**config.mk**
```make
export PLATFORM = sky130hd
export DESIGN_NAME = battery_remaining_time_estimator_core_flat
export DESIGN_NICKNAME = d
export VERILOG_FILES = /design/src/rtl/brte_pkg.sv /design/src/rtl/brte_if.sv /design/src/rtl/battery_remaining_time_estimator_core.sv /design/src/flat_wrapper.sv
export SDC_FILE = /design/constraint.sdc
export NUM_CORES = 1
export LEC_CHECK = 0
export BUFFER_PORTS_ARGS = -buffer_cell sky130_fd_sc_hd__buf_2
export CAP_MARGIN = 20
export CORE_UTILIZATION = 50
export CTS_BUF_LIST = sky130_fd_sc_hd__clkbuf_4 sky130_fd_sc_hd__clkbuf_8
export CTS_CLUSTER_SIZE = 25
export DETAILED_ROUTE_END_ITERATION = 12
export HOLD_SLACK_MARGIN = 0.02
export PLACE_DENSITY = 0.72
export SLEW_MARGIN = 0
export SYNTH_ARGS = -nofsm -noshare
export SYNTH_HDL_FRONTEND = slang
export SYNTH_SLANG_ARGS = --single-unit
```
**constraint.sdc**
```tcl
create_clock -name clk -period 7.4 [get_ports clk]
set_input_delay 1.11 -clock clk [delete_from_list [all_inputs] [get_ports clk]]
set_output_delay 1.11 -clock clk [all_outputs]
set_load 0.03 [all_outputs]
```
**src/rtl/brte_pkg.sv**
```systemverilog
// ---------------------------------------------------------------------------
// brte_pkg: shared constants for the battery remaining-time estimator
// Field widths of the update and result beats, and the scaling constants.
// ---------------------------------------------------------------------------
package brte_pkg;

  localparam int PCT_W   = 7;   // charge percent
  localparam int BCNT_W  = 4;   // present battery count
  localparam int TIME_W  = 32;  // seconds timestamp
  localparam int MIN_W   = 27;  // remaining minutes
  localparam int DPCT_W  = 8;   // percent difference, wraps mod 256
  localparam int DVSR_W  = 14;  // percent difference times 60

  localparam int FULL_PERCENT = 100;
  localparam int SECS_PER_MIN = 60;

endpackage

```
**src/rtl/brte_if.sv**
```systemverilog
// ---------------------------------------------------------------------------
// brte_in_if / brte_out_if: valid/ready channels of the estimator
// Update beats in, result beats out.
// ---------------------------------------------------------------------------
interface brte_in_if;
  import brte_pkg::*;

  logic              valid;
  logic              ready;
  logic [PCT_W-1:0]  charge_percent;
  logic              charging;
  logic [BCNT_W-1:0] present_count;
  logic [TIME_W-1:0] now_seconds;

  modport source (output valid, charge_percent, charging, present_count, now_seconds,
                  input ready);
  modport sink   (input valid, charge_percent, charging, present_count, now_seconds,
                  output ready);
endinterface

interface brte_out_if;
  import brte_pkg::*;

  logic             valid;
  logic             ready;
  logic [MIN_W-1:0] remaining_minutes;
  logic             redraw;

  modport source (output valid, remaining_minutes, redraw, input ready);
  modport sink   (input valid, remaining_minutes, redraw, output ready);
endinterface

```
**src/rtl/battery_remaining_time_estimator_core.sv**
```systemverilog
// ---------------------------------------------------------------------------
// battery_remaining_time_estimator_core: minutes-to-empty/full estimator
// Keeps a short percent/time history and scales seconds per percent.
// ---------------------------------------------------------------------------
// Usage:
//   in_ch  : one beat per battery update (percent, charger flag, battery
//            count, seconds stamp). ready is high only while the core idles.
//   out_ch : exactly one result beat per update (minutes, redraw flag).
//            The result is held in registers until the receiver takes it;
//            no new update is taken before that.
//   Steps:   an update that is unchanged, or that clears the estimate,
//            goes from idle straight to its result beat. A full estimate
//            runs difference, multiply and a 32-step restoring divide
//            before its result beat; a zero percent difference skips the
//            multiply and the divide.
//   Reset (rst_n low, synchronous): history empty, estimate 0, the next
//            changed update only clears the estimate. No clearing pass.
//   Stall: while out_ch.ready is low the result and redraw stay put.
// ---------------------------------------------------------------------------
module battery_remaining_time_estimator_core #(
  parameter int HISTORY_DEPTH = 5
) (
  input  logic       clk,
  input  logic       rst_n,
  brte_in_if.sink    in_ch,
  brte_out_if.source out_ch
);
  import brte_pkg::*;

  localparam int IDX_W  = $clog2(HISTORY_DEPTH);
  localparam int FILL_W = $clog2(HISTORY_DEPTH + 1);
  localparam int STEP_W = $clog2(TIME_W);

  typedef enum logic [2:0] {S_IDLE, S_DIFF, S_MUL, S_DIV, S_OUT} state_t;

  // control state
  state_t            state_r, state_nxt;
  logic              prev_chg_r, prev_chg_nxt;
  logic [PCT_W-1:0]  prev_pct_r, prev_pct_nxt;
  logic [BCNT_W-1:0] prev_cnt_r, prev_cnt_nxt;
  logic              first_r, first_nxt;
  logic              est_chg_r, est_chg_nxt;
  logic [FILL_W-1:0] fill_r, fill_nxt;
  logic [MIN_W-1:0]  estimate_r, estimate_nxt;
  logic              redraw_r, redraw_nxt;

  // history shift line, entry 0 newest
  logic [PCT_W-1:0]  hist_pct_r  [HISTORY_DEPTH];
  logic [TIME_W-1:0] hist_time_r [HISTORY_DEPTH];
  logic              hist_shift;

  // datapath
  logic [TIME_W-1:0] dtime_r, dtime_nxt;
  logic [TIME_W-1:0] factor_r, factor_nxt;
  logic [DVSR_W-1:0] dvsr_r, dvsr_nxt;
  logic [TIME_W-1:0] quo_r, quo_nxt;
  logic [DVSR_W-1:0] rem_r, rem_nxt;
  logic [STEP_W-1:0] step_r, step_nxt;

  logic              in_acc;
  logic              chg_diff, cnt_diff, changed, first_eff;
  logic [FILL_W-1:0] fill_inc;
  logic [IDX_W-1:0]  oldest_idx;
  logic [DPCT_W-1:0] dpct;
  logic [DVSR_W:0]   trial;
  logic              trial_ge;

  assign in_ch.ready  = (state_r == S_IDLE);
  assign in_acc       = in_ch.valid && in_ch.ready;

  assign out_ch.valid             = (state_r == S_OUT);
  assign out_ch.remaining_minutes = estimate_r;
  assign out_ch.redraw            = redraw_r;

  assign chg_diff  = (prev_chg_r != in_ch.charging);
  assign cnt_diff  = (prev_cnt_r != in_ch.present_count);
  assign changed   = chg_diff || cnt_diff || (prev_pct_r != in_ch.charge_percent);
  assign first_eff = first_r || chg_diff || cnt_diff;

  assign fill_inc   = (fill_r < FILL_W'(HISTORY_DEPTH)) ? fill_r + 1'b1 : fill_r;
  assign oldest_idx = IDX_W'(fill_r - 1'b1);

  // percent difference, wraps mod 256
  always_comb begin
    if (est_chg_r) begin
      dpct = DPCT_W'({1'b0, hist_pct_r[0]} - {1'b0, hist_pct_r[oldest_idx]});
    end else begin
      dpct = DPCT_W'({1'b0, hist_pct_r[oldest_idx]} - {1'b0, hist_pct_r[0]});
    end
  end

  // restoring divide step: product / (dpct * 60) == (product / dpct) / 60
  assign trial    = {rem_r, quo_r[TIME_W-1]};
  assign trial_ge = (trial >= {1'b0, dvsr_r});

  always_comb begin
    state_nxt    = state_r;
    prev_chg_nxt = prev_chg_r;
    prev_pct_nxt = prev_pct_r;
    prev_cnt_nxt = prev_cnt_r;
    first_nxt    = first_r;
    est_chg_nxt  = est_chg_r;
    fill_nxt     = fill_r;
    estimate_nxt = estimate_r;
    redraw_nxt   = redraw_r;
    hist_shift   = 1'b0;
    dtime_nxt    = dtime_r;
    factor_nxt   = factor_r;
    dvsr_nxt     = dvsr_r;
    quo_nxt      = quo_r;
    rem_nxt      = rem_r;
    step_nxt     = step_r;

    case (state_r)
      S_IDLE: begin
        if (in_acc) begin
          state_nxt = S_OUT;
          if (!changed) begin
            redraw_nxt = 1'b0;
          end else begin
            redraw_nxt   = 1'b1;
            prev_chg_nxt = in_ch.charging;
            prev_pct_nxt = in_ch.charge_percent;
            prev_cnt_nxt = in_ch.present_count;
            first_nxt    = 1'b0;
            if (first_eff) begin
              estimate_nxt = '0;
            end else if (est_chg_r != in_ch.charging) begin
              // charger flipped under the estimator: flush history
              est_chg_nxt  = in_ch.charging;
              fill_nxt     = '0;
              estimate_nxt = '0;
            end else begin
              hist_shift = 1'b1;
              fill_nxt   = fill_inc;
              if (fill_inc < FILL_W'(2)) begin
                estimate_nxt = '0;
              end else begin
                state_nxt = S_DIFF;
              end
            end
          end
        end
      end
      S_DIFF: begin
        dtime_nxt = hist_time_r[0] - hist_time_r[oldest_idx];
        if (est_chg_r) begin
          factor_nxt = TIME_W'(FULL_PERCENT) - TIME_W'(hist_pct_r[0]);
        end else begin
          factor_nxt = TIME_W'(hist_pct_r[0]);
        end
        dvsr_nxt = DVSR_W'(dpct) * DVSR_W'(SECS_PER_MIN);
        if (dpct == '0) begin
          estimate_nxt = '0;
          state_nxt    = S_OUT;
        end else begin
          state_nxt = S_MUL;
        end
      end
      S_MUL: begin
        quo_nxt   = TIME_W'(dtime_r * factor_r);
        rem_nxt   = '0;
        step_nxt  = STEP_W'(TIME_W - 1);
        state_nxt = S_DIV;
      end
      S_DIV: begin
        rem_nxt  = trial_ge ? DVSR_W'(trial - {1'b0, dvsr_r}) : DVSR_W'(trial);
        quo_nxt  = {quo_r[TIME_W-2:0], trial_ge};
        step_nxt = step_r - 1'b1;
        if (step_r == '0) begin
          estimate_nxt = MIN_W'({quo_r[TIME_W-2:0], trial_ge});
          state_nxt    = S_OUT;
        end
      end
      S_OUT: begin
        if (out_ch.ready) state_nxt = S_IDLE;
      end
      default: state_nxt = S_IDLE;
    endcase
  end

  always_ff @(posedge clk) begin
    if (!rst_n) begin
      state_r    <= S_IDLE;
      prev_chg_r <= 1'b0;
      prev_pct_r <= '0;
      prev_cnt_r <= '0;
      first_r    <= 1'b1;
      est_chg_r  <= 1'b0;
      fill_r     <= '0;
      estimate_r <= '0;
      redraw_r   <= 1'b0;
    end else begin
      state_r    <= state_nxt;
      prev_chg_r <= prev_chg_nxt;
      prev_pct_r <= prev_pct_nxt;
      prev_cnt_r <= prev_cnt_nxt;
      first_r    <= first_nxt;
      est_chg_r  <= est_chg_nxt;
      fill_r     <= fill_nxt;
      estimate_r <= estimate_nxt;
      redraw_r   <= redraw_nxt;
    end
  end

  // payload: no reset, entries at or above fill_r are never read
  always_ff @(posedge clk) begin
    if (hist_shift) begin
      for (int k = HISTORY_DEPTH - 1; k > 0; k--) begin
        hist_pct_r[k]  <= hist_pct_r[k-1];
        hist_time_r[k] <= hist_time_r[k-1];
      end
      hist_pct_r[0]  <= in_ch.charge_percent;
      hist_time_r[0] <= in_ch.now_seconds;
    end
    dtime_r  <= dtime_nxt;
    factor_r <= factor_nxt;
    dvsr_r   <= dvsr_nxt;
    quo_r    <= quo_nxt;
    rem_r    <= rem_nxt;
    step_r   <= step_nxt;
  end

endmodule

```
**src/flat_wrapper.sv**
```systemverilog
// flat-port wrapper written by rule: the top's interface ports become plain ports
module battery_remaining_time_estimator_core_flat import brte_pkg::*;
#(
  parameter int HISTORY_DEPTH = 5
)
  (clk, rst_n, in_ch_valid, in_ch_charge_percent, in_ch_charging, in_ch_present_count, in_ch_now_seconds, in_ch_ready, out_ch_valid, out_ch_remaining_minutes, out_ch_redraw, out_ch_ready);
  brte_in_if in_ch_i ();
  brte_out_if out_ch_i ();
  input  logic clk;
  input  logic rst_n;
  input wire logic [$bits(in_ch_i.valid)-1:0] in_ch_valid;
  input wire logic [$bits(in_ch_i.charge_percent)-1:0] in_ch_charge_percent;
  input wire logic [$bits(in_ch_i.charging)-1:0] in_ch_charging;
  input wire logic [$bits(in_ch_i.present_count)-1:0] in_ch_present_count;
  input wire logic [$bits(in_ch_i.now_seconds)-1:0] in_ch_now_seconds;
  output wire logic [$bits(in_ch_i.ready)-1:0] in_ch_ready;
  output wire logic [$bits(out_ch_i.valid)-1:0] out_ch_valid;
  output wire logic [$bits(out_ch_i.remaining_minutes)-1:0] out_ch_remaining_minutes;
  output wire logic [$bits(out_ch_i.redraw)-1:0] out_ch_redraw;
  input wire logic [$bits(out_ch_i.ready)-1:0] out_ch_ready;
  assign in_ch_i.valid = in_ch_valid;
  assign in_ch_i.charge_percent = in_ch_charge_percent;
  assign in_ch_i.charging = in_ch_charging;
  assign in_ch_i.present_count = in_ch_present_count;
  assign in_ch_i.now_seconds = in_ch_now_seconds;
  assign in_ch_ready = in_ch_i.ready;
  assign out_ch_valid = out_ch_i.valid;
  assign out_ch_remaining_minutes = out_ch_i.remaining_minutes;
  assign out_ch_redraw = out_ch_i.redraw;
  assign out_ch_i.ready = out_ch_ready;
  battery_remaining_time_estimator_core #(.HISTORY_DEPTH(HISTORY_DEPTH)) u_core (.clk(clk), .rst_n(rst_n), .in_ch(in_ch_i), .out_ch(out_ch_i));
endmodule
```
==> impl_metrics.py, run 1 <==
metrics = {
    "run_status": {
        "outcome": "complete, no violations",
    },
    "clocking": {
        "numCtsBuffers": 57,
        "cts_root_buf": "clkbuf_8",
        "htreeDepth": 2,
        "clk_latency_ns": 0.65,
        "cts_sinks": 346,
        "post_cts_resized": 0,
        "cts_setup_buffers": 0,
        "cts_tree": "built",
        "clk_pin_slew_ns": 0.07,
        "clock_path_buffers": 3,
        "holdBufCountCts": 0,
    },
    "logic_synthesis": {
        "synth_ff_type": "edfxtp_1",
        "syn_area_per_cell_um2": 11.5,
        "ys_ff_latch": 346,
        "synth.cell_area_um2": 23600,
        "yosysWarningCount": 0,
        "ys_seq_area_share_pct": 42.0,
        "synth.distinct_cells": 68,
        "synth_edf_count": 298,
        "async_reset_ff_share_pct": 0,
        "synth_cells": 2054,
        "syn_nets": 2422,
    },
    "die": {
        "fp.dieW_um": 219,
        "fp.dieArea_um2": 48100,
        "core_um2": 46600,
        "rows": 79,
        "start_util_pct": 50.7,
        "pin_count": 78,
        "die_h_um": 219,
    },
    "worst_setup_path": {
        "required_ns": 7.81,
        "cp.arrival_ns": 6.69,
        "worst_path_most_repeated_cell": "a21oi_1",
        "cp_max_fo": 36,
        "crit_path_max_incr_delay_ns": 0.62,
        "critical_path.top_delay_family": "compound AO/OA/AOI/OAI gates",
        "critical_path_class": "flop to flop",
        "path_buf_inv": 2,
        "critPathLaunchType": "flop",
        "crit_slowest_cell": "buf_4",
        "crit_path_end_kind": "flop",
        "cp_cell_sequence": "buf_4 -> mux4_2 -> mux2i_1 -> inv_1 -> ha_1 -> a211oi_1 -> a21oi_1 -> a221o_1 -> a221o_1 -> xnor2_1 -> fa_1 -> fa_1 -> ha_1 -> a21oi_1 -> o21bai_1 -> a21oi_1 -> o21bai_1 -> a21oi_1 -> xnor2_1",
    },
    "timing": {
        "maxSlewViolCount": 0,
        "fmax_ghz": 0.159,
        "worstMarginPinSlew_ns": 1.12,
        "hold_violations": 0,
        "finalSetupTns_ns": 0,
        "maxSlewHeadroom_pct": 25.4,
        "setup_viol": 0,
        "grt_setup_unrepaired": "no",
        "skew_ns": 0.0274,
        "finalCriticalPeriod_ns": 6.28,
        "min_period_over_period_pct": 84.8,
    },
    "layout": {
        "area_growth_pct": 9.24,
        "diodes": 0,
        "drive_gt1_share_pct": 11.4,
        "num-nets-final": 2503,
        "register_area_um2": 9910,
        "multiInputGateArea_um2": 12400,
        "utilization_pct": 55.4,
        "fill_cells": 3806,
    },
    "routing": {
        "drt-wirelength-per-cell_um": 15.8,
        "first_pass_iters": 5,
        "via_per_inst": 5.29,
        "remaining_drc_errors": 0,
        "routed_wl_mm": 43.9,
        "dr.first_iter.drc_count": 768,
        "antenna_left": 0,
        "via_count": 14700,
    },
    "global_routing": {
        "grt-ovfl-total": 0,
        "antenna_found_initial": 0,
        "grtUsageTotal_pct": 18.9,
        "grt_pass1_wl_mm": 73.2,
        "grt_max_degree": 131,
        "grt_pass1_vias": 15100,
    },
    "hold_path": {
        "min_path_type": "flop to flop",
    },
    "pwr": {
        "p_total_w": 0.00396,
        "ir_drop_mv": 0.147,
        "powerDensity_nw_per_um2": 154,
        "p_leak_nw": 10.5,
    },
    "placed_design": {
        "hpwlAfterDp_mm": 32.2,
        "gp_congestion": 0.830,
        "port_buffers": 77,
    },
    "run": {
        "max_cap_violations": 0,
    },
}
==> where the power goes <==
group          switching [W]  total [W]  internal [W]
registers         0.00000569    0.00211       0.00210
logic              0.0000547   0.000100     0.0000455
clock network       0.000758    0.00175      0.000995
==> area by class of cell <==
| type | instances | area share, % |
|---|---|---|
| Inverter | 295 | 4.29 |
| Clock inverter | 13 | 0.606 |
| Sequential cell | 346 | 38.4 |
| Clock buffer | 86 | 4.01 |
| Tap cell | 607 | 2.94 |
| Multi-Input combinational cell | 1350 | 47.9 |
| Timing Repair Buffer | 85 | 1.82 |
==> worst paths after layout <==
| check | from | end | slack [ns] | cells after the start |
|---|---|---|---|---|
| worst max-delay path | u_core.fill_r[0] | u_core.dvsr_r[13] | 1.12 | 19 |
| worst min-delay path | u_core.hist_pct_r[2][2] | u_core.hist_pct_r[3][2] | 0.43 | 0 |
| worst min register to register | u_core.hist_pct_r[2][2] | u_core.hist_pct_r[3][2] | 0.43 | 0 |
| worst max register to register | u_core.fill_r[0] | u_core.dvsr_r[13] | 1.12 | 19 |
==> per-stage QoR <==
stage | setup slack (ns) | instance area [µm²] | hold WS, ns | cells
after floorplan | 0.250 | 23600 | 0.421 | 2054
after global placement | 1.29 | 24600 | 0.423 | 2682
after detailed placement | 1.05 | 24600 | 0.430 | 2682
after CTS | 1.05 | 25800 | 0.430 | 2781
after global routing | 0.706 | 25800 | 0.449 | 2782
final | 1.12 | 25800 | 0.426 | 2782
==> state kept, by name, indices dropped and copies added, names as in the netlist <==
name and flops:
u_core.state_r 3, u_core.dvsr_r 12, u_core.rem_r 14, u_core.prev_pct_r 7
u_core.prev_cnt_r 4, u_core.est_chg_r 1, u_core.hist_pct_r 35, u_core.factor_r 8
u_core.out_ch.remaining_minutes 27, u_core.dtime_r 32, u_core.fill_r 3, u_core.step_r 5
u_core.prev_chg_r 1, u_core.first_r 1, u_core.out_ch.redraw 1, u_core.hist_time_r 160
u_core.quo_r 32
==> Yosys cell counts (5+ instances only) <==
master | count | area share, %
o21ai_0 | 39 | 0.83
nand2b_1 | 16 | 0.42
xor2_1 | 31 | 1.2
clkbuf_1 | 42 | 0.67
mux4_2 | 39 | 3.7
inv_1 | 294 | 4.7
buf_2 | 8 | 0.17
a221o_1 | 5 | 0.21
o211ai_1 | 6 | 0.19
nand2_1 | 158 | 2.5
xnor2_1 | 74 | 2.7
nand4_1 | 8 | 0.21
buf_4 | 5 | 0.16
and3_1 | 9 | 0.24
o21a_1 | 13 | 0.41
edfxtp_1 | 298 | 38
mux2i_1 | 62 | 2.6
o21ai_1 | 42 | 0.89
nor2b_1 | 34 | 0.90
a21oi_1 | 73 | 1.5
nor3_1 | 15 | 0.32
a31oi_1 | 5 | 0.13
nand3_1 | 14 | 0.30
nor2_1 | 77 | 1.2
ha_1 | 146 | 7.7
a21o_1 | 28 | 0.89
o21bai_1 | 11 | 0.35
buf_1 | 8 | 0.13
nor4_1 | 5 | 0.13
dfxtp_1 | 48 | 4.1
fa_1 | 174 | 15
o31ai_1 | 6 | 0.19
a211oi_1 | 8 | 0.25
and2_1 | 199 | 5.3
==> cells by family after synthesis <==
family	after synthesis	synth area share (%)
compound gates	267	7.18
xor+xnor	105	3.90
fa+ha+maj	320	22.5
buf+inv	358	5.81
flops	346	42.0
mux	103	6.44
simple gates	555	12.2
==> cell usage in the layout, fill, tap and decap left out, drive strengths merged, types with 6 or more instances in the layout <==
| cell | n |
|---|---|
| edfxtp | 298 |
| inv | 297 |
| and2 | 199 |
| fa | 174 |
| nand2 | 158 |
| ha | 146 |
| clkbuf | 86 |
| buf | 85 |
| o21ai | 83 |
| nor2 | 78 |
| a21oi | 74 |
| xnor2 | 74 |
| mux2i | 62 |
| dfxtp | 48 |
| mux4 | 39 |
| nor2b | 34 |
| xor2 | 31 |
| a21o | 28 |
| nand2b | 16 |
| nor3 | 16 |
| nand3 | 15 |
| o21a | 13 |
| o21bai | 11 |
| a211oi | 10 |
| and3 | 9 |
| nand4 | 8 |
| clkinv | 7 |
| o211ai | 6 |
| o31ai | 6 |
| a31oi | 6 |
==> per-layer routing <==
layer  GRT usage [%]  up-vias  routed length [µm]
met3            3.19       87                1950
met4            6.16        0                 943
met1            25.3     7234               20300
met5               0        -                   0
met2            31.2      313               20700
li1                -     7084                   -
Note: power is estimated with default switching activity, not from simulation.
==> run 2, diff against run 1 <==
--- a/config.mk
+++ b/config.mk
@@ -5,6 +5,7 @@
 export SDC_FILE = /design/constraint.sdc
 export NUM_CORES = 1
 export LEC_CHECK = 0
+export ABC_AREA = 1
 export BUFFER_PORTS_ARGS = -buffer_cell sky130_fd_sc_hd__buf_2
 export CAP_MARGIN = 20
 export CORE_UTILIZATION = 50
==> constraint.sdc (replaced) <==
create_clock -name clk -period 5.4 [get_ports clk]
set_input_delay 0.81 -clock clk [delete_from_list [all_inputs] [get_ports clk]]
set_output_delay 0.81 -clock clk [all_outputs]
set_load 0.03 [all_outputs]
==> run 2 against run 1 <==
Global-route usage is 4.5 points higher; critical path depth increased by 5; first-iteration DRC count increased by 89%; design area rose by 7.5%; maximum frequency rose by 23%; die area is 7.3% higher; synthesized cell count increased by 42%; utilization is essentially flat; flip-flop and latch count did not move; setup slack worse by 0.83 ns; clock-buffer cell count down 11; clock skew shrank 0.00091 ns; critical path type unchanged; critical endpoint is now u_core.dvsr_r[11]; largest cell class unchanged.
==> impl_metrics.py, run 2 <==
metrics = {
    "global_routing": {
        "grtUsageTotal_pct": 23.4,
        "grt_max_degree": 64,
        "grt-ovfl-total": 0,
        "grt_pass1_wl_mm": 96.1,
        "grt_pass1_vias": 19400,
        "antenna_found_initial": 0,
    },
    "logic_synthesis": {
        "netlist.area_leader.share_pct": 35.3,
        "yosysWarningCount": 0,
        "synthTopCellsByCount": "nand2_1 (602), inv_1 (594), edfxtp_1 (298)",
        "synth_edf_count": 298,
        "syn_nets": 3294,
        "synth.most_common_cell": "nand2_1",
        "ys_ff_latch": 346,
        "ys_seq_area_share_pct": 39.1,
        "synth.distinct_cells": 55,
        "syn_area_per_cell_um2": 8.67,
        "synth.cell_area_um2": 25400,
        "synth_ff_type": "edfxtp_1",
        "synth_area_leader_cell": "edfxtp_1",
        "synthTopCellsByArea": "edfxtp_1 (35%), fa_1 (14%), nand2_1 (8.9%), inv_1 (8.8%), ha_1 (7.2%)",
        "async_reset_ff_share_pct": 0,
        "synth_cells": 2926,
    },
    "layout": {
        "area_growth_pct": 9.30,
        "final_common_cell": "nand2_1",
        "diodes": 0,
        "design_area_um2": 27700,
        "fill_cells": 4575,
        "drive_gt1_share_pct": 8.62,
        "reg_top3": "u_core.hist_time_r: 160 flops, u_core.hist_pct_r: 35 flops",
        "layout_common_cells": "nand2_1 (602), inv_1 (591), edfxtp_1 (298)",
        "multiInputGateArea_um2": 12700,
        "register_area_um2": 9910,
        "utilization_pct": 55.4,
        "regMostFlops": "u_core.hist_time_r",
        "num-nets-final": 3370,
        "largest_register_ffs": 160,
    },
    "routing": {
        "routed_wl_mm": 59.8,
        "remaining_drc_errors": 0,
        "via_count": 19500,
        "antenna_left": 0,
        "dr.first_iter.drc_count": 1451,
        "first_pass_iters": 5,
        "via_per_inst": 5.26,
        "drt-wirelength-per-cell_um": 16.1,
    },
    "die": {
        "pin_count": 78,
        "fp.dieW_um": 227,
        "core_um2": 50100,
        "rows": 82,
        "fp.dieArea_um2": 51600,
        "die_h_um": 227,
        "start_util_pct": 50.6,
    },
    "timing": {
        "worstMarginPinSlew_ns": 0.953,
        "fmax_ghz": 0.196,
        "maxSlewHeadroom_pct": 36.3,
        "hold_violations": 0,
        "maxSlewViolCount": 0,
        "finalCriticalPeriod_ns": 5.10,
        "fin_hold_ws_ns": 0.336,
        "skew_ns": 0.0265,
        "min_period_over_period_pct": 94.5,
        "setup_viol": 0,
    },
    "run": {
        "max_cap_violations": 0,
    },
    "worst_setup_path": {
        "cp.arrival_ns": 5.48,
        "cp_max_fo": 9,
        "crit_slowest_cell": "fa_1",
        "cp_cell_sequence": "inv_1 -> ha_4 -> inv_2 -> o21ai_0 -> o221ai_1 -> o21ai_1 -> inv_1 -> ha_2 -> nand2_1 -> o21a_1 -> nand2_1 -> nand2_1 -> o211ai_1 -> xor2_1 -> inv_1 -> fa_1 -> fa_1 -> ha_1 -> nand2_1 -> nor2_1 -> a21oi_2 -> nor2_1 -> nor2_1 -> xor2_1",
        "critPathLaunchType": "flop",
        "crit_path_end_kind": "flop",
        "path_buf_inv": 4,
        "critical_path_class": "flop to flop",
        "required_ns": 5.78,
        "crit_path_max_incr_delay_ns": 0.56,
        "worst_path_most_repeated_cell": "nand2_1",
        "critical_path.top_delay_family": "adder cells",
    },
    "run_status": {
        "outcome": "complete, no violations",
    },
    "placed_design": {
        "dpl_cell_area_um2": 26500,
        "hpwlAfterDp_mm": 44.8,
        "port_buffers": 77,
        "gp_congestion": 0.915,
    },
    "clocking": {
        "numCtsBuffers": 57,
        "clock_path_buffers": 3,
        "cts_tree": "built",
        "holdBufCountCts": 0,
        "clk_latency_ns": 0.65,
        "cts_root_buf": "clkbuf_8",
        "cts_sinks": 346,
        "clk_pin_slew_ns": 0.06,
        "htreeDepth": 2,
    },
    "hold_path": {
        "min_path_type": "primary input to flop",
    },
}
==> run 2: cell types whose count changed in the layout (fill, tap and decap cells not counted), moves of 80 or more <==
cell	delta
o21ai_0	+148
nor2_1	+179
inv_1	+297
and2_1	-195
nand3_1	+80
nand2_1	+444
==> run 2: final cells by class <==
type	instances	area share [%]
multi-input combinational	1865	46.0
clock buffer	75	3.43
sequential	346	35.8
inverter	603	8.18
clock inverter	23	0.397
tap	672	3.03
timing repair buffer	129	3.20
==> run 2: worst paths after layout <==
check                            start                   endpoint  slack (ns)  cells past startpoint
max                   u_core.fill_r[1]          u_core.dvsr_r[11]        0.30                     24
min               in_ch_now_seconds[5]   u_core.hist_time_r[0][5]        0.34                      1
max reg2reg           u_core.fill_r[1]          u_core.dvsr_r[11]        0.30                     24
min reg2reg  u_core.hist_time_r[1][19]  u_core.hist_time_r[2][19]        0.43                      0
==> run 2: repair_timing <==
action | CTS | global route
gates resized for setup | 1 | 27
endpoints found under the setup margin | 2 | 19
pin swaps | 0 | 2
setup buffers | 0 | 8
gates cloned | 0 | 1
==> run 2: cell families after synthesis <==
group | after synthesis | share of synthesized area, %
adders and majority gates | 320 | 20.9
buffers and inverters | 715 | 10.9
DFF | 346 | 39.1
xor gates and xnor gates | 67 | 2.37
AOI/OAI and AO/OA | 441 | 9.91
and+or+nand+nor | 1036 | 16.7
muxes | 1 | 0.0444
==> run 2: through the flow <==
stage | cells | setup TNS (ns) | setup slack, ns
2_1_floorplan | 2926 | 0 | 0.0346
3_3_place_gp | 3606 | 0 | 0.138
3_5_place_dp | 3606 | -0.109 | -0.0645
4_1_cts | 3704 | 0 | 0.0209
5_1_grt | 3713 | -0.0170 | -0.0126
6_report | 3713 | 0 | 0.298
==> run 2: layer usage <==
metal	up-vias	GRT usage [%]	wire length (µm)
li1	9463	-	-
met1	9335	31.4	26600
met2	605	39.2	28400
met3	111	3.18	3330
met4	0	7.62	1510
met5	-	0	0
Power of run 2 is not shown: default switching activity piles up to over one toggle a cycle in this logic, so the estimate is an artifact.
==> run 3, diff against run 2 <==
--- a/config.mk
+++ b/config.mk
@@ -8,12 +8,13 @@
 export ABC_AREA = 1
 export BUFFER_PORTS_ARGS = -buffer_cell sky130_fd_sc_hd__buf_2
 export CAP_MARGIN = 20
-export CORE_UTILIZATION = 50
+export CORE_UTILIZATION = 40
 export CTS_BUF_LIST = sky130_fd_sc_hd__clkbuf_4 sky130_fd_sc_hd__clkbuf_8
 export CTS_CLUSTER_SIZE = 25
 export DETAILED_ROUTE_END_ITERATION = 12
 export HOLD_SLACK_MARGIN = 0.02
-export PLACE_DENSITY = 0.72
+export PLACE_DENSITY = 0.6
+export REMOVE_ABC_BUFFERS = 1
 export SLEW_MARGIN = 0
 export SYNTH_ARGS = -nofsm -noshare
 export SYNTH_HDL_FRONTEND = slang
==> run 3 against run 2 <==
First-iteration DRC count is 19% lower; setup slack better by 0.037 ns; highest routed layer unchanged; sequential share of layout area is 0.47 points lower; non-clock buffer count is 8 higher.
==> impl_metrics.py, run 3 (same netlist as run 2, synthesis figures left out) <==
metrics = {
    "layout": {
        "drive_gt1_share_pct": 9.28,
        "num-nets-final": 3381,
        "layout_common_cells": "nand2_1 (602), inv_1 (590), edfxtp_1 (298)",
        "final_common_cell": "nand2_1",
        "largest_register_ffs": 160,
        "regMostFlops": "u_core.hist_time_r",
        "reg_top3": "u_core.hist_time_r: 160 flops, u_core.hist_pct_r: 35 flops",
        "layout.cells.non_filler": 3897,
        "area_growth_pct": 10.8,
    },
    "worst_setup_path": {
        "cp.arrival_ns": 5.48,
        "critical_path_class": "flop to flop",
        "crit_path_end_kind": "flop",
        "required_ns": 5.81,
        "cp_max_fo": 8,
        "critPathLaunchType": "flop",
    },
    "placed_design": {
        "port_buffers": 77,
        "place_ws_ns": 0.171,
        "hpwlAfterDp_mm": 45.0,
        "dp_cells": 3781,
        "gp_congestion": 0.906,
    },
    "timing": {
        "worstMarginPinSlew_ns": 1.01,
        "maxSlewViolCount": 0,
        "worst_slack_ns": 0.335,
        "finalCriticalPeriod_ns": 5.07,
        "maxSlewHeadroom_pct": 32.7,
        "skew_ns": 0.0315,
        "min_period_over_period_pct": 93.8,
        "hold_violations": 0,
        "setup_viol": 0,
        "fmax_ghz": 0.197,
        "finalSetupTns_ns": 0,
        "grt_setup_unrepaired": "no",
        "fin_hold_ws_ns": 0.303,
    },
    "global_routing": {
        "antenna_found_initial": 1,
        "grt_pass1_vias": 20000,
        "grt-ovfl-total": 0,
        "grt_max_degree": 64,
        "grt_pass1_wl_mm": 101,
        "grtUsageTotal_pct": 19.3,
    },
    "hold_path": {
        "min_path_type": "primary input to flop",
    },
    "clocking": {
        "cts_sinks": 346,
        "htreeDepth": 2,
        "cts_tree": "built",
        "cts_root_buf": "clkbuf_8",
        "clk_pin_slew_ns": 0.06,
        "numCtsBuffers": 59,
        "clock_path_buffers": 3,
        "clk_latency_ns": 0.68,
    },
    "die": {
        "pin_count": 78,
        "fp.dieArea_um2": 64400,
        "core_um2": 62200,
        "die_h_um": 254,
        "rows": 91,
        "fp.dieW_um": 254,
        "start_util_pct": 40.8,
    },
    "routing": {
        "routed_wl_mm": 60.3,
        "via_count": 19300,
        "via_per_inst": 4.96,
        "first_pass_iters": 5,
        "drt-wirelength-per-cell_um": 15.5,
        "remaining_drc_errors": 0,
        "dr.first_iter.drc_count": 1182,
        "antenna_left": 0,
    },
    "run_status": {
        "outcome": "complete, no violations",
    },
    "run": {
        "max_cap_violations": 0,
    },
}
==> run 3: critical path, stage by stage (launching register included) <==
cell and delay [ns]:
dfxtp_1 0.38, inv_1 0.07, ha_1 0.30, buf_4 0.17
o21ai_0 0.10, o221ai_1 0.14, o21ai_1 0.14, inv_1 0.07
ha_1 0.41, inv_1 0.08, o21ai_0 0.26, a31oi_1 0.07
nand2_1 0.07, o31ai_1 0.10, xor2_1 0.25, inv_2 0.12
fa_1 0.58, fa_1 0.42, ha_1 0.36, nand2_1 0.08
o21ai_0 0.24, a21oi_1 0.10, nor2_1 0.10, nor2_1 0.06
xor2_1 0.15
==> run 3: repair_timing <==
item | in CTS | in global routing
setup buffers | 0 | 7
hold buffers | 0 | 0
endpoints found under the hold margin | 0 | 0
endpoints found under the setup margin | 0 | 18
gates resized for setup | 0 | 14
==> run 3: layout make-up <==
class,instances,area (µm²)
Multi-Input combinational cell,1865,12700
Clock buffer,91,1080
Inverter,603,2270
Antenna cell,1,2.50
Timing Repair Buffer,137,908
Timing Repair inverter,1,7.51
Clock inverter,16,121
Sequential cell,346,9910
Tap cell,837,1050
Fill cell,6068,34100
==> run 3: layer usage <==
layer	up-vias	global-route usage (%)	share of wire (%)
met1	9354	25.9	47
met2	376	32.5	47
met4	0	5.73	2.2
met3	98	2.25	4.0
met5	-	0	0
li1	9494	-	-
==> run 3: per-stage QoR <==
stage / cell area, µm² / util [%]
detailed placement: 26800 / 43.1
global route: 28100 / 45.2
global placement: 26800 / 43.1
floorplan: 24800 / -
finish: 28100 / 45.2
CTS: 28000 / 45.0
==> run 3: final timing paths <==
path                                               start                        to  slack [ns]  cells past startpoint
worst max-delay path                    u_core.fill_r[1]         u_core.dvsr_r[11]        0.33                     24
worst min-delay path                in_ch_now_seconds[6]  u_core.hist_time_r[0][6]        0.30                      1
worst max register to register          u_core.fill_r[1]         u_core.dvsr_r[11]        0.33                     24
worst min register to register  u_core.hist_time_r[2][4]  u_core.hist_time_r[3][4]        0.44                      0
Power of run 3 is left out for the same reason.
